<file path="src/sv/asks_pkg.sv">
// ----------------------------------------------------------------------------
// asks_pkg
// Types, codes and fixed-point helpers shared by the key shader pipeline.
// ----------------------------------------------------------------------------
package asks_pkg;

    localparam int BAND_COUNT_DEF = 16;
    localparam int BAND_IDX_W     = 6;     // holds an index for the largest store
    localparam int RECIP_SHIFT    = 26;
    localparam int RECIP_W        = 27;

    localparam logic [15:0] ONE        = 16'd32768;
    localparam logic [15:0] FLASH_KEEP = 16'd25559;   // 0.78
    localparam logic [15:0] FLASH_MIN  = 16'd328;     // 0.01
    localparam logic [15:0] HUE_SPAN   = 16'd27197;   // 0.83
    localparam logic [15:0] GLOW_GAIN  = 16'd8192;    // 0.25

    localparam logic [1:0] MODE_BAND   = 2'd0;
    localparam logic [1:0] MODE_FRAME  = 2'd1;
    localparam logic [1:0] MODE_KEY    = 2'd2;
    localparam logic [1:0] MODE_UNUSED = 2'd3;

    localparam logic [1:0] EFF_BARS    = 2'd0;
    localparam logic [1:0] EFF_RAINBOW = 2'd1;
    localparam logic [1:0] EFF_LEVEL   = 2'd2;
    localparam logic [1:0] EFF_BEAT    = 2'd3;

    localparam logic [2:0] REG_EFFECT       = 3'd0;
    localparam logic [2:0] REG_LOW_COLOR    = 3'd1;
    localparam logic [2:0] REG_HIGH_COLOR   = 3'd2;
    localparam logic [2:0] REG_TOP_ROW      = 3'd3;
    localparam logic [2:0] REG_BOTTOM_ROW   = 3'd4;
    localparam logic [2:0] REG_FIRST_COLUMN = 3'd5;
    localparam logic [2:0] REG_LAST_COLUMN  = 3'd6;

    typedef struct packed {
        logic [1:0]  mode;
        logic [3:0]  band_slot;
        logic [15:0] band_value;
        logic [15:0] loudness;
        logic [15:0] bass_level;
        logic [15:0] beat_counter;
        logic [15:0] key_code;
        logic [4:0]  key_row;
        logic [4:0]  key_column;
    } in_item_t;

    typedef struct packed {
        logic [15:0] out_key;
        logic [7:0]  tint_red;
        logic [7:0]  tint_green;
        logic [7:0]  tint_blue;
        logic [15:0] mix_amount;
    } out_item_t;

    typedef struct packed {
        logic [1:0]  effect;
        logic [23:0] low_color;
        logic [23:0] high_color;
        logic [4:0]  top_row;
        logic [4:0]  bottom_row;
        logic [4:0]  first_column;
        logic [4:0]  last_column;
    } cfg_t;

    // column stage to band stage
    typedef struct packed {
        logic [1:0]            mode;
        logic [3:0]            band_slot;
        logic [15:0]           band_value;
        logic [15:0]           loudness;
        logic [15:0]           bass_level;
        logic [15:0]           beat_counter;
        logic [15:0]           key_code;
        logic [BAND_IDX_W-1:0] idx;
        logic [4:0]            rem;
        logic [RECIP_W-1:0]    rs;
        logic [15:0]           cn;
        logic [15:0]           hn;
        logic signed [6:0]     rows;
        logic signed [5:0]     drop;
    } col_item_t;

    // band stage to color stage
    typedef struct packed {
        logic [15:0]       key_code;
        logic [15:0]       band;
        logic [15:0]       cn;
        logic [15:0]       hn;
        logic signed [6:0] rows;
        logic signed [5:0] drop;
        logic [15:0]       loud;
        logic [15:0]       bass;
        logic [15:0]       flash;
        logic [15:0]       loud_sq;
        logic [15:0]       glow;
    } band_item_t;

    function automatic logic [15:0] qmul(input logic [15:0] a, input logic [15:0] b);
        logic [32:0] p;
        p = 33'(a) * 33'(b) + 33'd16384;
        return p[30:15];
    endfunction

    function automatic logic [15:0] sat_one(input logic [15:0] v);
        return (v > ONE) ? ONE : v;
    endfunction

endpackage

</file>
<file path="src/sv/asks_band.sv">
// ----------------------------------------------------------------------------
// asks_band
// Band store, frame state and beat flash; band interpolation for keys.
// ----------------------------------------------------------------------------
module asks_band #(
    parameter int BAND_COUNT = asks_pkg::BAND_COUNT_DEF
) (
    input  logic                 clk,
    input  logic                 rst_n,
    input  logic                 item_valid,
    output logic                 item_ready,
    input  asks_pkg::col_item_t  item,
    output logic                 result_valid,
    input  logic                 result_ready,
    output asks_pkg::band_item_t result
);
    import asks_pkg::*;

    localparam int IDX_W  = $clog2(BAND_COUNT);
    localparam int PROD_W = 20 + RECIP_W;
    localparam logic [IDX_W-1:0] LAST_IDX = IDX_W'(BAND_COUNT - 1);

    logic d_free, e_free, f_free;
    logic d_v_reg, e_v_reg, f_v_reg;

    assign f_free       = !f_v_reg || result_ready;
    assign e_free       = !e_v_reg || f_free;
    assign d_free       = !d_v_reg || e_free;
    assign item_ready   = d_free;
    assign result_valid = f_v_reg;

    col_item_t   d_item_reg;
    logic [15:0] d_frac_reg;

    logic [PROD_W-1:0] frac_prod;
    assign frac_prod = PROD_W'({item.rem, 15'd0}) * PROD_W'(item.rs);

    // store and frame state, all updated as an item leaves stage d
    logic [15:0] band_mem [BAND_COUNT];
    logic [BAND_COUNT-1:0] band_ok_reg;
    logic [15:0] seen_beat_reg, flash_reg, loud_reg, bass_reg;

    logic [IDX_W-1:0] rd_idx, rd_nxt, slot_idx;
    logic             d_go, slot_hit, frame_hit;
    logic [15:0]      flash_decay, flash_next;

    always_comb
    begin
        rd_idx      = d_item_reg.idx[IDX_W-1:0];
        rd_nxt      = (rd_idx < LAST_IDX) ? rd_idx + 1'b1 : rd_idx;
        slot_idx    = IDX_W'(d_item_reg.band_slot);
        d_go        = d_v_reg && e_free;
        slot_hit    = d_go && (d_item_reg.mode == MODE_BAND) &&
                      (32'(d_item_reg.band_slot) < BAND_COUNT);
        frame_hit   = d_go && (d_item_reg.mode == MODE_FRAME);
        flash_decay = qmul(flash_reg, FLASH_KEEP);
        if (d_item_reg.beat_counter != seen_beat_reg)
            flash_next = ONE;
        else if (flash_decay < FLASH_MIN)
            flash_next = '0;
        else
            flash_next = flash_decay;
    end

    // stage e
    logic [15:0] e_key_reg, e_raw0_reg, e_raw1_reg, e_frac_reg;
    logic        e_ok0_reg, e_ok1_reg;
    logic [15:0] e_cn_reg, e_hn_reg, e_loud_reg, e_bass_reg, e_flash_reg;
    logic signed [6:0] e_rows_reg;
    logic signed [5:0] e_drop_reg;

    band_item_t f_item_reg, f_item_next;
    logic [15:0] b0, b1;
    logic [32:0] interp;

    always_comb
    begin
        b0     = e_ok0_reg ? e_raw0_reg : 16'd0;
        b1     = e_ok1_reg ? e_raw1_reg : 16'd0;
        interp = 33'(b0) * 33'(ONE - e_frac_reg) + 33'(b1) * 33'(e_frac_reg) + 33'd16384;
        f_item_next.key_code = e_key_reg;
        f_item_next.band     = interp[30:15];
        f_item_next.cn       = e_cn_reg;
        f_item_next.hn       = e_hn_reg;
        f_item_next.rows     = e_rows_reg;
        f_item_next.drop     = e_drop_reg;
        f_item_next.loud     = e_loud_reg;
        f_item_next.bass     = e_bass_reg;
        f_item_next.flash    = e_flash_reg;
        f_item_next.loud_sq  = qmul(e_loud_reg, e_loud_reg);
        f_item_next.glow     = qmul(e_loud_reg, GLOW_GAIN);
    end

    always_ff @(posedge clk or negedge rst_n)
    begin
        if (!rst_n)
        begin
            d_v_reg       <= 1'b0;
            e_v_reg       <= 1'b0;
            f_v_reg       <= 1'b0;
            band_ok_reg   <= '0;
            seen_beat_reg <= '0;
            flash_reg     <= '0;
            loud_reg      <= '0;
            bass_reg      <= '0;
        end
        else
        begin
            if (d_free)
                d_v_reg <= item_valid;
            // only key transactions go on past the store
            if (e_free)
                e_v_reg <= d_v_reg && (d_item_reg.mode == MODE_KEY);
            if (f_free)
                f_v_reg <= e_v_reg;
            if (slot_hit)
                band_ok_reg[slot_idx] <= 1'b1;
            if (frame_hit)
            begin
                loud_reg      <= sat_one(d_item_reg.loudness);
                bass_reg      <= sat_one(d_item_reg.bass_level);
                seen_beat_reg <= d_item_reg.beat_counter;
                flash_reg     <= flash_next;
            end
        end
    end

    always_ff @(posedge clk)
    begin
        if (d_free)
        begin
            d_item_reg <= item;
            d_frac_reg <= frac_prod[RECIP_SHIFT +: 16];
        end
        if (slot_hit)
            band_mem[slot_idx] <= sat_one(d_item_reg.band_value);
        if (e_free)
        begin
            e_raw0_reg  <= band_mem[rd_idx];
            e_raw1_reg  <= band_mem[rd_nxt];
            e_ok0_reg   <= band_ok_reg[rd_idx];
            e_ok1_reg   <= band_ok_reg[rd_nxt];
            e_key_reg   <= d_item_reg.key_code;
            e_frac_reg  <= d_frac_reg;
            e_cn_reg    <= d_item_reg.cn;
            e_hn_reg    <= d_item_reg.hn;
            e_rows_reg  <= d_item_reg.rows;
            e_drop_reg  <= d_item_reg.drop;
            e_loud_reg  <= loud_reg;
            e_bass_reg  <= bass_reg;
            e_flash_reg <= flash_reg;
        end
        if (f_free)
            f_item_reg <= f_item_next;
    end

    assign result = f_item_reg;

endmodule

</file>
<file path="config.mk">
export PLATFORM = sky130hd
export DESIGN_NAME = asks_band
export DESIGN_NICKNAME = d
export VERILOG_FILES = /design/src/sv/asks_pkg.sv /design/src/sv/asks_band.sv
export SDC_FILE = /design/constraint.sdc
export NUM_CORES = 2
export LEC_CHECK = 0
export ABC_AREA = 1
export BUFFER_PORTS_ARGS = -buffer_cell sky130_fd_sc_hd__buf_2
export CAP_MARGIN = 0
export CORE_MARGIN = 2
export CORE_UTILIZATION = 45
export CTS_CLUSTER_DIAMETER = 40
export DETAILED_ROUTE_END_ITERATION = 10
export PLACE_DENSITY = 0.59
export RECOVER_POWER = 50
export SLEW_MARGIN = 20
export SYNTH_ARGS = -nofsm -noshare
export SYNTH_HDL_FRONTEND = slang
export SYNTH_SLANG_ARGS = --single-unit
</file>
<file path="constraint.sdc">
create_clock -name clk -period 10.3 [get_ports clk]
set_clock_uncertainty 0.2 [all_clocks]
set_input_delay 1.545 -clock clk [delete_from_list [all_inputs] [get_ports clk]]
set_output_delay 1.545 -clock clk [all_outputs]
set_load 0.1 [all_outputs]
</file>
==> results.yml <==
outcome:
  status: "complete, but fails checks"
  violations: "capacitance limit, slew limit"
yosys:
  netlist_area_um2: 64500
  synth_edf_count: 722
  synth_fa_ha_area_frac: 0.332
  yosys_most_used_dff: "edfxtp_1"
  synth_top_cell_by_area: "edfxtp_1"
  postSynth.asyncResetShare: 0.103
  synth_cell_types: 57
  synth_nets: 7930
  synth_area_leaders: "edfxtp_1 34%, fa_1 24%, ha_1 9.2%, inv_1 8.2%, nand2_1 6.0%"
  ys_warn_count: 0
  synth-compound-area-share: 0.0669
  synth_top_area_share: 0.336
  synth-seq-area-share: 0.369
  synthMuxAreaShare: 0
  ys_ff_latch: 805
  synthCells: 6511
  synth_top_family_by_area: "adder cells"
  syn_area_per_cell_um2: 9.90
  synth-simple-area-share: 0.121
  synth_xor_xnor_area_share: 0.0135
worst_setup_path:
  arrival_ps: 9280
  cp-start-kind: "flop"
  critPathSlowestCell: "edfxtp_1"
  worst_setup_path_end_kind: "flop"
  crit_type: "reg -> reg"
  cp_common_cell: "fa_1"
  cp_slowest_stage_delay_ps: 570
  cp_max_fo: 12
  critical_path_required_ps: 10500
  cp_top_family: "adder cells"
  worstPathBufferInverterCount: 8
timing:
  relSlewSlack: -2.92
  worstMarginPinSlew_ps: 5880
  rsz0062_at_grt: "false"
  max_freq_ghz: 0.110
  maxSlewViolCount: 397
  finalHoldViolations: 0
  layout_min_cycle_time_ps: 9090
  setup_viol: 0
  setup_tns_ps: 0
  fin_crit_sh: 0.882
global_route:
  grt_pass1_wl_mm: 266
  overflow: 0
  grt_pass1_vias: 46700
  grt_max_degree: 105
  grt_usage: 0.236
  antenna_found_initial: 33
final_layout:
  post-route-util: 0.507
  stdcell_area_um2: 71900
  largest_reg_flops: 256
  mostFrequentLayoutCell: "inv_1"
  drive_gt1_frac: 0.0916
  fin_nets: 8188
  most-common-layout-cells: "1407 x inv_1, 1033 x nand2_1, 773 x fa_1, 722 x edfxtp_1, 659 x nor2_1"
  areaGrowthSynthToFinish_pct: 11.6
clocking:
  path_clk_slew_ps: 60
  htreeDepth: 3
  clock-root-buffer: "clkbuf_16"
  cts_made_buffers: 112
  cts_setup_buffers: 0
  clock_latency_ps: 760
  cts_tree: "yes"
  clock_sinks: 805
  clockBufferDepth: 3
  cts_resized: 0
  ctsHoldBuffers: 0
floorplanning:
  floorplan.initialDensity: 0.454
  ioPinCount: 332
  die_y_um: 382
  rows: 138
  die_w_um: 382
  core_um2: 142000
  die_area_um2: 146000
flow_run:
  maxCapViolCount: 8
detailed_routing:
  vias: 45700
  dr.pass1.iters: 6
  wl_per_cell_um: 19.6
  post-route-drc-count: 0
  viasPerCell: 5.21
  routed_wl_mm: 172
  final_antenna_net_count: 0
  initialDrtViolationCount: 3561
placed_design:
  place.port_buffers: 328
  placed_area_um2: 68000
  gp_congestion: 0.907
  hpwlAfterDp_mm: 128
worst_hold_path:
  min_path_type: "reg -> reg"
cells in the mapped netlist (all sizes together), types with 64 or more instances:
cell / count
xor2: 64
fa: 773
nor2: 692
nand3: 126
ha: 473
dfrtp: 83
clkbuf: 176
o21ai: 355
nand2: 1039
edfxtp: 722
a21oi: 226
inv: 1420
area by class of cell:
cell class	count	area, um^2
Fill cell	13000	70000
Sequential cell	805	23800
Antenna cell	12	30.0
Tap cell	1890	2360
Inverter	1427	5370
Multi-Input combinational cell	4049	34500
Clock buffer	127	2880
Timing Repair Buffer	374	1960
Clock inverter	87	1080
stage by stage:
stage,hold slack (ps),cells,setup slack [ps]
floorplan,200,6511,1230
global placement,200,8545,1400
detailed placement,205,8545,1350
CTS,194,8759,1250
global route,196,8764,618
finish,189,8771,1210
routing by layer:
metal | track usage | vias up | share of wire
li1 | - | 21100 | -
met1 | 0.319 | 22700 | 0.42
met2 | 0.391 | 1661 | 0.48
met3 | 0.0386 | 349 | 0.072
met4 | 0.0763 | 20 | 0.032
met5 | 0 | - | 0.00072
worst register-to-register path, delay by kind of cell (launching register included):
family | cells | cell delay (ps)
xor+xnor | 1 | 170
fa+ha+maj | 10 | 4640
compound gates | 5 | 1000
buf+inv | 8 | 1010
simple gates | 9 | 1160
flops | 1 | 570
worst paths after layout:
path                           startpoint            to  slack, ps  cells after the start
max                         e_frac_reg[1]   result[139]       1210                     33
min                        e_bass_reg[10]    result[58]        190                      0
max reg2reg                 e_frac_reg[1]   result[139]       1210                     33
min reg2reg                e_bass_reg[10]    result[58]        190                      0
max in group asynchronous           rst_n  flash_reg[5]       5190                      2
min in group asynchronous           rst_n   bass_reg[6]       1460                      1
kinds of logic (layout without fill, tap and decap cells):
family                   Yosys count  count (layout)
buffers and inverters           1657            2015
XOR/XNOR                          96              96
flip-flops                       805             805
AND/OR/NAND/NOR                 1953            1953
other                              1              13
adder cells (fa/ha/maj)         1246            1246
AO/OA/AOI/OAI                    753             753
Power is not shown: default switching activity piles up to over one toggle a cycle in this logic, so the estimate is an artifact.
