===== src/sv/asks_pkg.sv =====
// ----------------------------------------------------------------------------
// asks_pkg
// Types, codes and fixed-point helpers shared by the key shader pipeline.
// ----------------------------------------------------------------------------
package asks_pkg;

    localparam int BAND_COUNT_DEF = 16;
    localparam int BAND_IDX_W     = 6;     // holds an index for the largest store
    localparam int RECIP_SHIFT    = 26;
    localparam int RECIP_W        = 27;

    localparam logic [15:0] ONE        = 16'd32768;
    localparam logic [15:0] FLASH_KEEP = 16'd25559;   // 0.78
    localparam logic [15:0] FLASH_MIN  = 16'd328;     // 0.01
    localparam logic [15:0] HUE_SPAN   = 16'd27197;   // 0.83
    localparam logic [15:0] GLOW_GAIN  = 16'd8192;    // 0.25

    localparam logic [1:0] MODE_BAND   = 2'd0;
    localparam logic [1:0] MODE_FRAME  = 2'd1;
    localparam logic [1:0] MODE_KEY    = 2'd2;
    localparam logic [1:0] MODE_UNUSED = 2'd3;

    localparam logic [1:0] EFF_BARS    = 2'd0;
    localparam logic [1:0] EFF_RAINBOW = 2'd1;
    localparam logic [1:0] EFF_LEVEL   = 2'd2;
    localparam logic [1:0] EFF_BEAT    = 2'd3;

    localparam logic [2:0] REG_EFFECT       = 3'd0;
    localparam logic [2:0] REG_LOW_COLOR    = 3'd1;
    localparam logic [2:0] REG_HIGH_COLOR   = 3'd2;
    localparam logic [2:0] REG_TOP_ROW      = 3'd3;
    localparam logic [2:0] REG_BOTTOM_ROW   = 3'd4;
    localparam logic [2:0] REG_FIRST_COLUMN = 3'd5;
    localparam logic [2:0] REG_LAST_COLUMN  = 3'd6;

    typedef struct packed {
        logic [1:0]  mode;
        logic [3:0]  band_slot;
        logic [15:0] band_value;
        logic [15:0] loudness;
        logic [15:0] bass_level;
        logic [15:0] beat_counter;
        logic [15:0] key_code;
        logic [4:0]  key_row;
        logic [4:0]  key_column;
    } in_item_t;

    typedef struct packed {
        logic [15:0] out_key;
        logic [7:0]  tint_red;
        logic [7:0]  tint_green;
        logic [7:0]  tint_blue;
        logic [15:0] mix_amount;
    } out_item_t;

    typedef struct packed {
        logic [1:0]  effect;
        logic [23:0] low_color;
        logic [23:0] high_color;
        logic [4:0]  top_row;
        logic [4:0]  bottom_row;
        logic [4:0]  first_column;
        logic [4:0]  last_column;
    } cfg_t;

    // column stage to band stage
    typedef struct packed {
        logic [1:0]            mode;
        logic [3:0]            band_slot;
        logic [15:0]           band_value;
        logic [15:0]           loudness;
        logic [15:0]           bass_level;
        logic [15:0]           beat_counter;
        logic [15:0]           key_code;
        logic [BAND_IDX_W-1:0] idx;
        logic [4:0]            rem;
        logic [RECIP_W-1:0]    rs;
        logic [15:0]           cn;
        logic [15:0]           hn;
        logic signed [6:0]     rows;
        logic signed [5:0]     drop;
    } col_item_t;

    // band stage to color stage
    typedef struct packed {
        logic [15:0]       key_code;
        logic [15:0]       band;
        logic [15:0]       cn;
        logic [15:0]       hn;
        logic signed [6:0] rows;
        logic signed [5:0] drop;
        logic [15:0]       loud;
        logic [15:0]       bass;
        logic [15:0]       flash;
        logic [15:0]       loud_sq;
        logic [15:0]       glow;
    } band_item_t;

    function automatic logic [15:0] qmul(input logic [15:0] a, input logic [15:0] b);
        logic [32:0] p;
        p = 33'(a) * 33'(b) + 33'd16384;
        return p[30:15];
    endfunction

    function automatic logic [15:0] sat_one(input logic [15:0] v);
        return (v > ONE) ? ONE : v;
    endfunction

endpackage


===== src/sv/asks_color.sv =====
// ----------------------------------------------------------------------------
// asks_color
// Effect select, hue and gradient tint, mix amount and the output register.
// ----------------------------------------------------------------------------
module asks_color (
    input  logic                 clk,
    input  logic                 rst_n,
    input  asks_pkg::cfg_t       cfg,
    input  logic                 item_valid,
    output logic                 item_ready,
    input  asks_pkg::band_item_t item,
    output logic                 result_valid,
    input  logic                 result_ready,
    output asks_pkg::out_item_t  result
);
    import asks_pkg::*;

    logic g_free, h_free, o_free;
    logic g_v_reg, h_v_reg, o_v_reg;

    assign o_free       = !o_v_reg || result_ready;
    assign h_free       = !h_v_reg || o_free;
    assign g_free       = !g_v_reg || h_free;
    assign item_ready   = g_free;
    assign result_valid = o_v_reg;

    // stage g: effect select
    logic signed [24:0] bext, rext, dext, bars_v;
    logic [15:0] bars_amt, amt, t_sel;

    always_comb
    begin
        bext   = {9'd0, item.band};
        rext   = {{18{item.rows[6]}}, item.rows};
        dext   = {{4{item.drop[5]}}, item.drop, 15'd0};
        bars_v = bext * rext - dext;
        if (bars_v < 25'sd0)
            bars_amt = '0;
        else if (bars_v > 25'sd32768)
            bars_amt = ONE;
        else
            bars_amt = bars_v[15:0];
        case (cfg.effect)
            EFF_BARS:
            begin
                amt   = bars_amt;
                t_sel = item.hn;
            end
            EFF_RAINBOW:
            begin
                amt   = qmul(item.band, item.band);
                t_sel = '0;
            end
            EFF_LEVEL:
            begin
                amt   = item.loud_sq;
                t_sel = item.loud;
            end
            default:
            begin
                amt   = (item.flash > item.glow) ? item.flash : item.glow;
                t_sel = item.bass;
            end
        endcase
        if (amt > ONE)
            amt = ONE;
        if (t_sel > ONE)
            t_sel = ONE;
    end

    logic [15:0] g_key_reg, g_hue_reg, g_t_reg, g_amt_reg;
    logic        g_rainbow_reg;

    // stage h: hue sectors and gradient
    logic [17:0] hue_s;
    logic [2:0]  sector;
    logic [15:0] hf, hq;
    logic [15:0] hc [3];
    logic [7:0]  grad [3];
    logic [7:0]  lo, hi;
    logic [23:0] gp;

    always_comb
    begin
        hue_s  = 18'(g_hue_reg[14:0]) * 18'd6;
        sector = hue_s[17:15];
        hf     = {1'b0, hue_s[14:0]};
        hq     = ONE - hf;
        case (sector)
            3'd0:
            begin
                hc[0] = ONE; hc[1] = hf;  hc[2] = '0;
            end
            3'd1:
            begin
                hc[0] = hq;  hc[1] = ONE; hc[2] = '0;
            end
            3'd2:
            begin
                hc[0] = '0;  hc[1] = ONE; hc[2] = hf;
            end
            3'd3:
            begin
                hc[0] = '0;  hc[1] = hq;  hc[2] = ONE;
            end
            3'd4:
            begin
                hc[0] = hf;  hc[1] = '0;  hc[2] = ONE;
            end
            default:
            begin
                hc[0] = ONE; hc[1] = '0;  hc[2] = hq;
            end
        endcase
        lo = '0;
        hi = '0;
        gp = '0;
        for (int c = 0; c < 3; c++)
        begin
            lo      = cfg.low_color[8*(2-c) +: 8];
            hi      = cfg.high_color[8*(2-c) +: 8];
            gp      = 24'(lo) * 24'(ONE - g_t_reg) + 24'(hi) * 24'(g_t_reg) + 24'd16384;
            grad[c] = gp[22:15];
        end
    end

    logic [15:0] h_key_reg, h_amt_reg;
    logic [15:0] h_c_reg [3];
    logic [7:0]  h_grad_reg [3];
    logic        h_rainbow_reg;

    // stage o: hue channels to bytes, or the gradient tint outside rainbow
    logic [7:0]  tint [3];
    logic [23:0] bp;
    out_item_t   o_item_next, o_item_reg;

    always_comb
    begin
        bp = '0;
        for (int c = 0; c < 3; c++)
        begin
            bp      = 24'(h_c_reg[c]) * 24'd255 + 24'd16384;
            tint[c] = h_rainbow_reg ? bp[22:15] : h_grad_reg[c];
        end
        o_item_next.out_key    = h_key_reg;
        o_item_next.tint_red   = tint[0];
        o_item_next.tint_green = tint[1];
        o_item_next.tint_blue  = tint[2];
        o_item_next.mix_amount = h_amt_reg;
    end

    always_ff @(posedge clk or negedge rst_n)
    begin
        if (!rst_n)
        begin
            g_v_reg <= 1'b0;
            h_v_reg <= 1'b0;
            o_v_reg <= 1'b0;
        end
        else
        begin
            if (g_free)
                g_v_reg <= item_valid;
            if (h_free)
                h_v_reg <= g_v_reg;
            if (o_free)
                o_v_reg <= h_v_reg;
        end
    end

    always_ff @(posedge clk)
    begin
        if (g_free)
        begin
            g_key_reg     <= item.key_code;
            g_hue_reg     <= qmul(item.cn, HUE_SPAN);
            g_t_reg       <= t_sel;
            g_amt_reg     <= amt;
            g_rainbow_reg <= (cfg.effect == EFF_RAINBOW);
        end
        if (h_free)
        begin
            h_key_reg     <= g_key_reg;
            h_amt_reg     <= g_amt_reg;
            h_rainbow_reg <= g_rainbow_reg;
            for (int c = 0; c < 3; c++)
            begin
                h_c_reg[c]    <= hc[c];
                h_grad_reg[c] <= grad[c];
            end
        end
        if (o_free)
            o_item_reg <= o_item_next;
    end

    assign result = o_item_reg;

endmodule


===== config.mk =====
export PLATFORM = sky130hd
export DESIGN_NAME = asks_color
export DESIGN_NICKNAME = d
export VERILOG_FILES = /design/src/sv/asks_pkg.sv /design/src/sv/asks_color.sv
export SDC_FILE = /design/constraint.sdc
export NUM_CORES = 2
export LEC_CHECK = 0
export BUFFER_PORTS_ARGS = -buffer_cell sky130_fd_sc_hd__buf_2
export CAP_MARGIN = 20
export CORE_ASPECT_RATIO = 1.25
export CORE_UTILIZATION = 45
export DETAILED_ROUTE_END_ITERATION = 8
export PLACE_DENSITY = 0.7
export SYNTH_ARGS = -nofsm -noshare
export SYNTH_HDL_FRONTEND = slang
export SYNTH_SLANG_ARGS = --single-unit

===== constraint.sdc =====
create_clock -name clk -period 14.5 [get_ports clk]
set_input_delay 0.725 -clock clk [delete_from_list [all_inputs] [get_ports clk]]
set_output_delay 0.725 -clock clk [all_outputs]
set_load 0.1 [all_outputs]

==> metrics.md <==
| Metric | Value |
|---|---|
| Status | finished clean |
| Final WL | between 100,000 and 150,000 um |
| Post-CTS Setup Repair Bufs | 0 |
| Starting Density | 0.4548 |
| # DRC | 0 |
| Vias per cell | roughly 5 |
| Final worst-path cycle share | 0.6000 |
| # placed instances | ~7,900 |
| Gr usage total | 0.2151 |
| Num rows | ~150 |
| Layout cells sized above 1 | 0.07349 |
| Setup tns final | 0 ns |
| P&R area growth vs syn | 6.879% |
| Pin count of the biggest net entering global routing | 73 |
| Height of the die | just over 400 um |
| WS Path Type | flop to flop |
| Final #Nets | 8,289 |
| Detailed-router iteration count before antenna repair | 5 |
| Final Critical Period | between 8 and 9 ns |
| EDFF count, synth | 222 |
| Die ar. | between 0.1 and 0.15 mm2 |
| Cell Count, Final, Fillers Out | 7,907 |
| Crit Reg-Reg Startpoint | g_t_reg[3] |
| RSZ-0062 raised after global routing | no |
| Start point of the critical path | g_t_reg[3] |
| Crit path arrival time | 9.02 ns |
| Slew Viols, Final | 0 |
| Fin Clk Skew | between 0.06 and 0.07 ns |
| Endpoints failing setup | 0 |
| Slew headroom | 0.2836 |
| Fill count | around 12,000 |
| Yosys warning count | 0 |
| Hold WS | roughly 0.3 ns |
| HP Start | item[152] |
| Syn avg cell area | between 9 and 10 um2 |
| CP max FO | 27 |
| Clock buffer depth | 3 |
| Initial antenna violation count | 13 |
| First-pass GRT wire length | about 230,000 um |
| Register bit total from synthesis | 225 |
| Root Buffer | clkbuf_16 |
| DP Worst Slack | 5.760 ns |
| Vias | between 40,000 and 50,000 |
| Worst-margin pin slew | roughly 1.1 ns |
| Post-synth cell types | approximately 100 |
| I/O pin count | about 290 |
| Syn nets | ~8,200 |
| Syn Inst Count | approximately 6,000 |
| Num Clock Sinks | 225 |
| Total grt overflow | 0 |
| Hold Vio Cnt, Final | 0 |
| Vias in the first global route | around 45,000 |
| Hpwl dp | between 100,000 and 150,000 um |
| Sequential-to-total area share from yosys stat | 0.1151 |
| F_max | approximately 110 MHz |
| CTS tree | built |
| Chip width | 324.6 um |
| Setup ws final | approximately 5.8 ns |
| CTS Buf Count | 28 |
| Top_reg_cell synth | edfxtp_1 |
| Class of the worst hold path | primary input to flop |
| DR WL/cell | roughly 17 um |
| RePlAce Congestion | 0.8806 |
| Max reg flops | 56 |
| Setup crit end kind | flop |
| Clk_lat worst skew | approximately 0.6 ns |
| Initial DRC count | ~1,900 |
| Reg clk slew, reported paths | 0.06 ns |
| Core ar. | ~0.13 mm2 |
| Remaining antenna violation count after routing | 0 |
| Cell Area, Synth | ~0.059 mm2 |
| CP Launch Type | flop |
| H-Tree Depth | 1 |
| Max cap viols | 0 |
| Number of port buffers | between 200 and 300 |
| Ys async rst share | 0.01333 |
| Worst EP required | around 15 ns |
routing by layer:
| layer | global-route usage | share of wire | up-vias |
|---|---|---|---|
| li1 | - | - | 18620 |
| met1 | 0.2558 | 0.39 | 20800 |
| met2 | 0.3915 | 0.51 | 970 |
| met3 | 0.02833 | 0.050 | 235 |
| met4 | 0.08499 | 0.046 | 22 |
| met5 | 0 | 0.00094 | - |
worst paths after layout:
path / to / slack [ns] / cells past startpoint
worst min-delay path: g_key_reg[11] / 0.30 / 1
worst min register to register: result[3] / 0.41 / 0
max in group asynchronous: result_valid / 13.93 / 2
worst max-delay path: h_grad_reg[0][15] / 5.80 / 26
min in group asynchronous: g_v_reg / 0.46 / 2
worst max register to register: h_grad_reg[0][15] / 5.80 / 26
what timing repair did:
action | 4_1_cts | 5_1_grt
endpoints found under the hold margin | 3 | 0
gates resized for setup | 0 | 0
hold buffers | 1 | 0
kinds of logic (layout without fill, tap and decap cells):
family | count (synthesis) | count (layout) | share of synthesized area
and+or+nand+nor | 1472 | 1472 | 0.1264
AOI/OAI and AO/OA | 491 | 491 | 0.05642
adders and majority gates | 1889 | 1889 | 0.5551
xor gates and xnor gates | 184 | 184 | 0.02785
DFF | 225 | 225 | 0.1151
other | 0 | 3 | 0
muxes | 33 | 33 | 0.006283
buffers and inverters | 1752 | 1897 | 0.1128
cell usage in the layout (no fill, tap or decap), types with 13 or more instances in the layout:
| cell | n |
|---|---|
| and3_1 | 25 |
| inv_1 | 1534 |
| a31oi_1 | 22 |
| and2_1 | 489 |
| xnor2_1 | 128 |
| o21bai_1 | 13 |
| or3_1 | 15 |
| a22oi_1 | 20 |
| nor2_1 | 152 |
| clkbuf_16 | 28 |
| fa_1 | 1181 |
| xor2_1 | 42 |
| nand3_1 | 40 |
| a211oi_1 | 17 |
| o21ai_0 | 95 |
| ha_1 | 708 |
| o21a_1 | 32 |
| nand2b_1 | 22 |
| a21oi_1 | 127 |
| edfxtp_1 | 222 |
| nand2_1 | 581 |
| buf_2 | 268 |
| buf_4 | 39 |
| o211ai_1 | 22 |
| nand4_1 | 19 |
| a21o_1 | 46 |
| nor2b_1 | 14 |
| nor3_1 | 46 |
| mux2_2 | 30 |
worst max-delay path, cell delays in order, from the launching register on:
cell       delay [ns]
edfxtp_1         0.35
buf_4            0.25
or4_1            0.58
nor2_1           0.15
nand2_1          0.23
nor4_1           0.40
xnor2_2          0.27
buf_4            0.35
nand2_1          0.11
fa_1             0.51
inv_1            0.06
fa_1             0.53
inv_1            0.06
fa_1             0.49
fa_1             0.51
fa_1             0.50
inv_1            0.05
fa_1             0.44
ha_1             0.21
or4_1            0.51
a221oi_2         0.19
a31oi_1          0.21
o31a_1           0.35
o41ai_2          0.43
nor2_1           0.14
a2111oi_2        0.38
xnor2_1          0.19
metrics by stage:
step / area (um2) / util
after detailed placement: 61600 / 0.4785
final: 62580 / 0.4860
after CTS: 62550 / 0.4859
after global placement: 61600 / 0.4785
after global routing: 62570 / 0.4860
after floorplan: 58550 / -
synth_stat cells, drive strengths merged, types with 6 or more instances:
master / instances / share of area
nand2b: 23 / 0.0025
a221oi: 9 / 0.0016
or2: 9 / 0.00096
a31oi: 23 / 0.0027
o21bai: 13 / 0.0017
nand3b: 10 / 0.0013
xor2: 47 / 0.0074
a21o: 47 / 0.0060
a21oi: 132 / 0.012
clkbuf: 198 / 0.013
fa: 1181 / 0.40
buf: 18 / 0.0016
nor3b: 6 / 0.00085
and2: 489 / 0.052
nor4: 8 / 0.00085
o22ai: 6 / 0.00064
o21a: 33 / 0.0044
o21ai: 104 / 0.0091
a211o: 8 / 0.0012
xnor2: 137 / 0.020
or3: 16 / 0.0018
nor3: 51 / 0.0049
mux2: 30 / 0.0058
nand2: 581 / 0.037
a22oi: 20 / 0.0026
ha: 708 / 0.15
o211ai: 23 / 0.0030
inv: 1534 / 0.098
o31ai: 10 / 0.0015
nand4: 19 / 0.0020
nand3: 40 / 0.0034
and3: 26 / 0.0029
nor2: 156 / 0.010
edfxtp: 222 / 0.11
nor2b: 16 / 0.0020
a211oi: 18 / 0.0024
cell type report:
cell class | count | area (um2) | area share
antenna | 3 | 7.507 | 0.0001200
clock buffer | 31 | 732.0 | 0.01170
clock inverter | 21 | 211.5 | 0.003379
inverter | 1536 | 5766 | 0.09214
multi-input combinational | 4069 | 45320 | 0.7242
sequential | 225 | 6741 | 0.1077
tap | 1713 | 2143 | 0.03425
timing repair buffer | 309 | 1659 | 0.02651
Power is not shown: default switching activity piles up to over one toggle a cycle in this logic, so the estimate is an artifact.
