`config.mk`:
```
export PLATFORM = sky130hd
export DESIGN_NAME = asks_col
export DESIGN_NICKNAME = d
export VERILOG_FILES = /design/src/sv/asks_pkg.sv /design/src/sv/asks_col.sv
export SDC_FILE = /design/constraint.sdc
export NUM_CORES = 1
export LEC_CHECK = 0
export ABC_CLOCK_PERIOD_IN_PS = 13800
export BUFFER_PORTS_ARGS = -buffer_cell sky130_fd_sc_hd__buf_2
export CORE_ASPECT_RATIO = 1.2
export CORE_MARGIN = 2
export CORE_UTILIZATION = 40
export CTS_BUF_LIST = sky130_fd_sc_hd__clkbuf_2
export DETAILED_ROUTE_END_ITERATION = 6
export GPL_TIMING_DRIVEN = 0
export SYNTH_ARGS = -nofsm -noshare
export SYNTH_HDL_FRONTEND = slang
export SYNTH_SLANG_ARGS = --single-unit
```
`constraint.sdc`:
```
create_clock -name clk -period 13.8 [get_ports clk]
set_input_delay 2.07 -clock clk [delete_from_list [all_inputs] [get_ports clk]]
set_output_delay 2.07 -clock clk [all_outputs]
set_load 0.01 [all_outputs]
```
`src/sv/asks_pkg.sv`:
```
// ----------------------------------------------------------------------------
// asks_pkg
// Types, codes and fixed-point helpers shared by the key shader pipeline.
// ----------------------------------------------------------------------------
package asks_pkg;

    localparam int BAND_COUNT_DEF = 16;
    localparam int BAND_IDX_W     = 6;     // holds an index for the largest store
    localparam int RECIP_SHIFT    = 26;
    localparam int RECIP_W        = 27;

    localparam logic [15:0] ONE        = 16'd32768;
    localparam logic [15:0] FLASH_KEEP = 16'd25559;   // 0.78
    localparam logic [15:0] FLASH_MIN  = 16'd328;     // 0.01
    localparam logic [15:0] HUE_SPAN   = 16'd27197;   // 0.83
    localparam logic [15:0] GLOW_GAIN  = 16'd8192;    // 0.25

    localparam logic [1:0] MODE_BAND   = 2'd0;
    localparam logic [1:0] MODE_FRAME  = 2'd1;
    localparam logic [1:0] MODE_KEY    = 2'd2;
    localparam logic [1:0] MODE_UNUSED = 2'd3;

    localparam logic [1:0] EFF_BARS    = 2'd0;
    localparam logic [1:0] EFF_RAINBOW = 2'd1;
    localparam logic [1:0] EFF_LEVEL   = 2'd2;
    localparam logic [1:0] EFF_BEAT    = 2'd3;

    localparam logic [2:0] REG_EFFECT       = 3'd0;
    localparam logic [2:0] REG_LOW_COLOR    = 3'd1;
    localparam logic [2:0] REG_HIGH_COLOR   = 3'd2;
    localparam logic [2:0] REG_TOP_ROW      = 3'd3;
    localparam logic [2:0] REG_BOTTOM_ROW   = 3'd4;
    localparam logic [2:0] REG_FIRST_COLUMN = 3'd5;
    localparam logic [2:0] REG_LAST_COLUMN  = 3'd6;

    typedef struct packed {
        logic [1:0]  mode;
        logic [3:0]  band_slot;
        logic [15:0] band_value;
        logic [15:0] loudness;
        logic [15:0] bass_level;
        logic [15:0] beat_counter;
        logic [15:0] key_code;
        logic [4:0]  key_row;
        logic [4:0]  key_column;
    } in_item_t;

    typedef struct packed {
        logic [15:0] out_key;
        logic [7:0]  tint_red;
        logic [7:0]  tint_green;
        logic [7:0]  tint_blue;
        logic [15:0] mix_amount;
    } out_item_t;

    typedef struct packed {
        logic [1:0]  effect;
        logic [23:0] low_color;
        logic [23:0] high_color;
        logic [4:0]  top_row;
        logic [4:0]  bottom_row;
        logic [4:0]  first_column;
        logic [4:0]  last_column;
    } cfg_t;

    // column stage to band stage
    typedef struct packed {
        logic [1:0]            mode;
        logic [3:0]            band_slot;
        logic [15:0]           band_value;
        logic [15:0]           loudness;
        logic [15:0]           bass_level;
        logic [15:0]           beat_counter;
        logic [15:0]           key_code;
        logic [BAND_IDX_W-1:0] idx;
        logic [4:0]            rem;
        logic [RECIP_W-1:0]    rs;
        logic [15:0]           cn;
        logic [15:0]           hn;
        logic signed [6:0]     rows;
        logic signed [5:0]     drop;
    } col_item_t;

    // band stage to color stage
    typedef struct packed {
        logic [15:0]       key_code;
        logic [15:0]       band;
        logic [15:0]       cn;
        logic [15:0]       hn;
        logic signed [6:0] rows;
        logic signed [5:0] drop;
        logic [15:0]       loud;
        logic [15:0]       bass;
        logic [15:0]       flash;
        logic [15:0]       loud_sq;
        logic [15:0]       glow;
    } band_item_t;

    function automatic logic [15:0] qmul(input logic [15:0] a, input logic [15:0] b);
        logic [32:0] p;
        p = 33'(a) * 33'(b) + 33'd16384;
        return p[30:15];
    endfunction

    function automatic logic [15:0] sat_one(input logic [15:0] v);
        return (v > ONE) ? ONE : v;
    endfunction

endpackage

```
`src/sv/asks_col.sv`:
```
// ----------------------------------------------------------------------------
// asks_col
// Column and row geometry: band position, column and height fractions.
// ----------------------------------------------------------------------------
module asks_col #(
    parameter int BAND_COUNT = asks_pkg::BAND_COUNT_DEF
) (
    input  logic                clk,
    input  logic                rst_n,
    input  asks_pkg::cfg_t      cfg,
    input  logic                item_valid,
    output logic                item_ready,
    input  asks_pkg::in_item_t  item,
    output logic                result_valid,
    input  logic                result_ready,
    output asks_pkg::col_item_t result
);
    import asks_pkg::*;

    localparam int IDX_W  = $clog2(BAND_COUNT);
    localparam int NUM_W  = 5 + IDX_W;
    localparam int PROD_W = 20 + RECIP_W;
    localparam logic [1:0] H_ZERO = 2'd0;
    localparam logic [1:0] H_ONE  = 2'd1;
    localparam logic [1:0] H_DIV  = 2'd2;

    // reciprocal table, exact quotient for dividends below 2**20
    logic [RECIP_W-1:0] recip_tab [32];
    for (genvar D = 0; D < 32; D++) begin : g_recip
        if (D == 0) begin : g_zero
            assign recip_tab[D] = '0;
        end
        else begin : g_div
            localparam logic [RECIP_W-1:0] R =
                RECIP_W'(((64'd1 << RECIP_SHIFT) + D - 1) / D);
            assign recip_tab[D] = R;
        end
    end

    logic signed [5:0] off, span_raw, drop;
    logic signed [6:0] rows, rows_m1;
    logic [4:0]        span, hdiv;
    logic              left, right;
    logic [1:0]        hsel;

    always_comb
    begin
        off      = $signed({1'b0, item.key_column}) - $signed({1'b0, cfg.first_column});
        span_raw = $signed({1'b0, cfg.last_column}) - $signed({1'b0, cfg.first_column});
        span     = (span_raw < 6'sd1) ? 5'd1 : span_raw[4:0];
        left     = (off <= 6'sd0);
        right    = !left && (off[4:0] >= span);
        rows_m1  = $signed({2'b0, cfg.bottom_row}) - $signed({2'b0, cfg.top_row});
        rows     = rows_m1 + 7'sd1;
        drop     = $signed({1'b0, cfg.bottom_row}) - $signed({1'b0, item.key_row});
        hdiv     = (rows_m1 > 7'sd0) ? rows_m1[4:0] : 5'd0;
        if (rows_m1 <= 7'sd0)
            hsel = H_ZERO;
        else if (drop <= 6'sd0)
            hsel = H_ZERO;
        else if ($signed({drop[5], drop}) >= rows_m1)
            hsel = H_ONE;
        else
            hsel = H_DIV;
    end

    logic a_free, b_free, c_free;
    logic a_v_reg, b_v_reg, c_v_reg;

    assign c_free       = !c_v_reg || result_ready;
    assign b_free       = !b_v_reg || c_free;
    assign a_free       = !a_v_reg || b_free;
    assign item_ready   = a_free;
    assign result_valid = c_v_reg;

    // stage a
    in_item_t          a_item_reg;
    logic [NUM_W-1:0]  a_num_reg;
    logic [4:0]        a_off_reg, a_span_reg, a_drop_reg;
    logic [RECIP_W-1:0] a_rs_reg, a_rr_reg;
    logic              a_left_reg, a_right_reg;
    logic [1:0]        a_hsel_reg;
    logic signed [6:0] a_rows_reg;
    logic signed [5:0] a_drops_reg;

    // stage b
    in_item_t          b_item_reg;
    logic [IDX_W-1:0]  b_idx_reg;
    logic [NUM_W-1:0]  b_num_reg;
    logic [4:0]        b_span_reg;
    logic [RECIP_W-1:0] b_rs_reg;
    logic [15:0]       b_cn_reg, b_hn_reg;
    logic              b_left_reg, b_right_reg;
    logic [1:0]        b_hsel_reg;
    logic signed [6:0] b_rows_reg;
    logic signed [5:0] b_drops_reg;

    col_item_t c_item_reg;

    logic [NUM_W+RECIP_W-1:0] q_prod;
    logic [PROD_W-1:0]        cn_prod, hn_prod;
    logic [NUM_W-1:0]         idx_span, rem_full;
    col_item_t                c_item_next;

    always_comb
    begin
        q_prod  = (NUM_W+RECIP_W)'(a_num_reg) * (NUM_W+RECIP_W)'(a_rs_reg);
        cn_prod = PROD_W'({a_off_reg, 15'd0}) * PROD_W'(a_rs_reg);
        hn_prod = PROD_W'({a_drop_reg, 15'd0}) * PROD_W'(a_rr_reg);
    end

    always_comb
    begin
        idx_span = NUM_W'(b_idx_reg) * NUM_W'(b_span_reg);
        rem_full = b_num_reg - idx_span;
        c_item_next.mode         = b_item_reg.mode;
        c_item_next.band_slot    = b_item_reg.band_slot;
        c_item_next.band_value   = b_item_reg.band_value;
        c_item_next.loudness     = b_item_reg.loudness;
        c_item_next.bass_level   = b_item_reg.bass_level;
        c_item_next.beat_counter = b_item_reg.beat_counter;
        c_item_next.key_code     = b_item_reg.key_code;
        c_item_next.rs           = b_rs_reg;
        c_item_next.rows         = b_rows_reg;
        c_item_next.drop         = b_drops_reg;
        if (b_left_reg)
        begin
            c_item_next.idx = '0;
            c_item_next.rem = '0;
            c_item_next.cn  = '0;
        end
        else if (b_right_reg)
        begin
            c_item_next.idx = BAND_IDX_W'(BAND_COUNT - 1);
            c_item_next.rem = '0;
            c_item_next.cn  = ONE;
        end
        else
        begin
            c_item_next.idx = BAND_IDX_W'(b_idx_reg);
            c_item_next.rem = rem_full[4:0];
            c_item_next.cn  = b_cn_reg;
        end
        case (b_hsel_reg)
            H_ONE:   c_item_next.hn = ONE;
            H_DIV:   c_item_next.hn = b_hn_reg;
            default: c_item_next.hn = '0;
        endcase
    end

    always_ff @(posedge clk or negedge rst_n)
    begin
        if (!rst_n)
        begin
            a_v_reg <= 1'b0;
            b_v_reg <= 1'b0;
            c_v_reg <= 1'b0;
        end
        else
        begin
            if (a_free)
                a_v_reg <= item_valid;
            if (b_free)
                b_v_reg <= a_v_reg;
            if (c_free)
                c_v_reg <= b_v_reg;
        end
    end

    always_ff @(posedge clk)
    begin
        if (a_free)
        begin
            a_item_reg  <= item;
            a_num_reg   <= NUM_W'(off[4:0]) * NUM_W'(BAND_COUNT - 1);
            a_off_reg   <= off[4:0];
            a_span_reg  <= span;
            a_rs_reg    <= recip_tab[span];
            a_rr_reg    <= recip_tab[hdiv];
            a_drop_reg  <= drop[4:0];
            a_left_reg  <= left;
            a_right_reg <= right;
            a_hsel_reg  <= hsel;
            a_rows_reg  <= rows;
            a_drops_reg <= drop;
        end
        if (b_free)
        begin
            b_item_reg  <= a_item_reg;
            b_idx_reg   <= q_prod[RECIP_SHIFT +: IDX_W];
            b_num_reg   <= a_num_reg;
            b_span_reg  <= a_span_reg;
            b_rs_reg    <= a_rs_reg;
            b_cn_reg    <= cn_prod[RECIP_SHIFT +: 16];
            b_hn_reg    <= hn_prod[RECIP_SHIFT +: 16];
            b_left_reg  <= a_left_reg;
            b_right_reg <= a_right_reg;
            b_hsel_reg  <= a_hsel_reg;
            b_rows_reg  <= a_rows_reg;
            b_drops_reg <= a_drops_reg;
        end
        if (c_free)
            c_item_reg <= c_item_next;
    end

    assign result = c_item_reg;

endmodule

```
==> flow_results.org <==
** Floorplanning
- The floorplan step set the die width to 264 µm.
- Floorplan row count :: 114
- Y dimension of the die :: 316 µm
- In this run the standard cell core region covers 80,600 µm².
- Count of pins on the block boundary :: 341
- Initial cell density of the core :: 40.4%
- Die ar. :: 83,600 µm²

** Clock tree
- Total clock buffers created by CTS :: 136
- After clock tree synthesis, the repair step resized 0 gates.
- In this run the clock root is driven by a sky130_fd_sc_hd__clkbuf_2.
- For this design, the sink count on the clock tree is 521.
- The later pin in the worst-skew pair is clocked with a latency of 1.36 ns.
- The number of setup buffers added after CTS is 0.
- TritonCTS clock tree :: done
- After clock tree synthesis, the clock-pin slew on the worst setup and hold paths is 0.10 ns.
- For this design, the CTS-stage hold fixing added 0 buffers.
- The clock passes through at most 3 buffers.
- CTS built an H-tree with a depth of 4.

** Power and ir drop
- Internal power summed over all cells :: 4.60 mW
- Net switching is 43.2% of the power.
- Total power consumption of the routed design :: 8.10 mW
- Clock network fraction of design power :: 14.4%
- Power spread over the standard cell area amounts to 218 nW/µm².
- Worst IR Drop VDD :: 0.161 mV
- For this design the total switching power over the nets is 3.50 mW.
- Portion of total power attributed to combinational logic :: 56.1%
- Leakage power :: 16.7 nW
- Fraction of power consumed by sequential logic :: 29.5%

** Route
- Average routed wire per standard cell :: 18.1 µm
- In the routed layout, each cell is associated on average with a via count of 4.89.
- Once detail routing completed, the nets flagged for antenna violations numbered 0.
- Final Routed Wirelength :: 77.1 mm
- Total number of vias :: 20,800
- Initial DRC count :: 1,230
- Number of detailed-route iterations in the first pass :: 5
- DRC Markers :: 0

** Setup path
- The worst setup path is launched from a primary input.
- The most numerous cell type found on the critical path is sky130_fd_sc_hd__buf_8.
- Class of the most critical setup path :: primary input to output port
- For the worst setup path, the data required time is 11.73 ns.
- The largest individual stage delay along the critical path comes from the cell sky130_fd_sc_hd__nand4b_1.
- In this design, the largest share of critical-path delay is due to buffers and inverters.
- Together, buffers and inverters on the worst path number 8.
- Along the worst path, the maximum fanout reaches 17.
- CP endpoint kind :: output port
- Critical path data arrival time :: 4.21 ns
- The largest single stage delay on the critical path is 0.62 ns.
- Critical path, cell by cell :: buf_2 > nand4b_1 > buf_8 > buf_16 > buf_8 > buf_8 > buf_8 > buf_8 > buf_2

** STA
- Final period util :: 45.5%
- Setup violations remaining at the end of the flow were counted as 0.
- Worst slew margin relative to its limit :: 14.7%
- The worst path needs 6.28 ns of the cycle, external delays included.
- Highest achievable clock rate :: 159 MHz
- Accumulated negative setup slack :: 0 ns
- Final hold violation count :: 0
- Final Max Slew Viols :: 0
- RSZ-0062 raised after global routing :: false
- At the pin with the least slew margin, the transition time is 1.28 ns.
- Setup clock skew after layout :: 0.105 ns

** Placed design
- Number of I/O port buffers :: 288
- Detailed placement ended at an HPWL of 58.8 mm.
- Gpl congestion :: 0.913

** Finish
- From synthesis to final layout, the design area changed by 14.3%.
- Net total in the final layout :: 3,755
- The post-route netlist has 17.5% of its cells at a drive strength greater than 1.
- The register with the most flip-flops in the layout has 167 of them.
- Leaving out fill and tap cells, the most frequent cell in the layout is sky130_fd_sc_hd__edfxtp_1.
- Most frequent cells in the layout :: sky130_fd_sc_hd__edfxtp_1 (518), sky130_fd_sc_hd__inv_1 (399), sky130_fd_sc_hd__fa_1 (312)

** Synth
- The cell area that synthesis handed to floorplanning was 32,500 µm².
- Main synth FF type :: sky130_fd_sc_hd__edfxtp_1
- Share of synthesized flip-flops with an asynchronous set or reset :: 0.576%
- In this run, synthesis inferred 518 flip-flops with an integrated enable.
- In this run, synthesis produced a sequential element count of 521.
- Number of cells produced by synthesis :: 2,654
- Number of synthesis warnings :: 0
- Fraction of the yosys area taken by sequential cells :: 48.0%
- Post-Syn Area per Cell :: 12.3 µm²
- Post-synthesis cell type count :: 79

** Job
- Max_cap viols :: 0

** Status
- Result of the run :: complete, no violations

** Global routing
- Across every metal layer, demand over resource in global routing totals 18.9%.
- Number of global-route vias before repair :: 21,600
- Largest net degree at the start of global routing :: 64
- Summed over all layers, the global routing overflow is 0.
- The first global-routing pass estimated 121 mm of wire.
- Initial antenna violation count :: 3

** Worst hold path
- The tightest min-delay check is of the flop to flop type.
==> per-stage QoR <==
step           utilization, %  worst slack [ns]  instance area, µm²  std cells  hold WS [ns]
6_report                 46.1              7.52               37200       4263         0.365
5_1_grt                  46.1              7.30               37200       4263         0.367
4_1_cts                  46.1              7.44               37200       4261         0.315
3_5_place_dp             44.4              7.19               35800       4014         0.405
3_3_place_gp             43.8            -0.389               35300       3987         0.400
2_1_floorplan               -              4.52               32500       2655         0.400
==> path summary, 6_finish.rpt <==
| path | slack (ns) | startpoint | depth (start not counted) | to |
|---|---|---|---|---|
| setup / recovery | 7.52 | result_ready | 9 | item_ready |
| hold / removal | 0.37 | b_rows_reg[5] | 0 | result[11] |
| setup reg to reg | 7.66 | a_num_reg[0] | 19 | b_idx_reg[2] |
| hold reg to reg | 0.37 | b_rows_reg[5] | 0 | result[11] |
| max in group asynchronous | 13.16 | rst_n | 1 | a_v_reg |
| min in group asynchronous | 0.52 | rst_n | 1 | result_valid |
==> Yosys cell counts, drive strengths merged (17+ instances only) <==
| cell type | instances | area share (%) |
|---|---|---|
| ha | 165 | 6.3 |
| clkbuf | 91 | 1.0 |
| nand2 | 276 | 3.2 |
| xor2 | 28 | 0.75 |
| inv | 402 | 4.6 |
| nor2 | 95 | 1.1 |
| xnor2 | 57 | 1.5 |
| nand3 | 25 | 0.38 |
| nor3 | 25 | 0.40 |
| o21ai | 66 | 1.0 |
| and2 | 276 | 5.3 |
| a21o | 35 | 0.81 |
| fa | 312 | 19 |
| o211ai | 17 | 0.39 |
| a21oi | 60 | 0.92 |
| edfxtp | 518 | 48 |
==> worst register-to-register path, cell delays in order, from the launching register on <==
cell	delay, ns
sky130_fd_sc_hd__edfxtp_1	0.35
sky130_fd_sc_hd__clkbuf_1	0.60
sky130_fd_sc_hd__clkbuf_1	0.72
sky130_fd_sc_hd__nand2_1	0.21
sky130_fd_sc_hd__fa_1	0.53
sky130_fd_sc_hd__inv_1	0.06
sky130_fd_sc_hd__fa_1	0.47
sky130_fd_sc_hd__fa_1	0.49
sky130_fd_sc_hd__inv_1	0.06
sky130_fd_sc_hd__fa_1	0.53
sky130_fd_sc_hd__inv_1	0.04
sky130_fd_sc_hd__ha_1	0.30
sky130_fd_sc_hd__a21o_1	0.18
sky130_fd_sc_hd__a21o_1	0.18
sky130_fd_sc_hd__a21oi_1	0.14
sky130_fd_sc_hd__o21ai_0	0.26
sky130_fd_sc_hd__o21ai_0	0.35
sky130_fd_sc_hd__nand3_1	0.17
sky130_fd_sc_hd__a21oi_1	0.20
sky130_fd_sc_hd__xnor2_1	0.09
==> cell type report <==
type / count / area (µm²)
multi-input cells: 1631 / 15000
fillers: 7528 / 43400
clock buffers: 181 / 906
plain buffers: 100 / 387
flip-flops and latches: 521 / 15600
diodes: 2 / 5.00
well taps: 1044 / 1310
inverters: 403 / 1510
clock inverters: 66 / 505
repair buffers: 315 / 1910
==> metal layers <==
layer  GRT usage (%)  share of wire (%)  vias up  wire length, µm
li1                -                  -     9803                -
met1            23.4                 41    10200            31600
met2            32.3                 50      637            38500
met3            3.74                5.9      151             4570
met4            7.99                3.1        0             2430
met5               0                  0        -                0
==> cell families after synthesis <==
kind of cell | count (synthesis) | share of synthesized area, %
simple gates | 763 | 11.7
flops | 521 | 48.0
buf+inv | 503 | 5.84
fa+ha+maj | 477 | 25.5
compound gates | 300 | 6.35
xor+xnor | 85 | 2.29
mux | 4 | 0.200
other cells | 1 | 0.0115
==> power groups by stage <==
stage	sequential [mW]	clock [mW]	combinational, mW
floorplan	2.40	0	3.40
global placement	2.47	0	4.47
detailed placement	2.43	0	4.56
CTS	2.40	1.23	4.61
global route	2.42	1.30	5.32
finish	2.39	1.17	4.54
(Power assumes the default switching activity.)
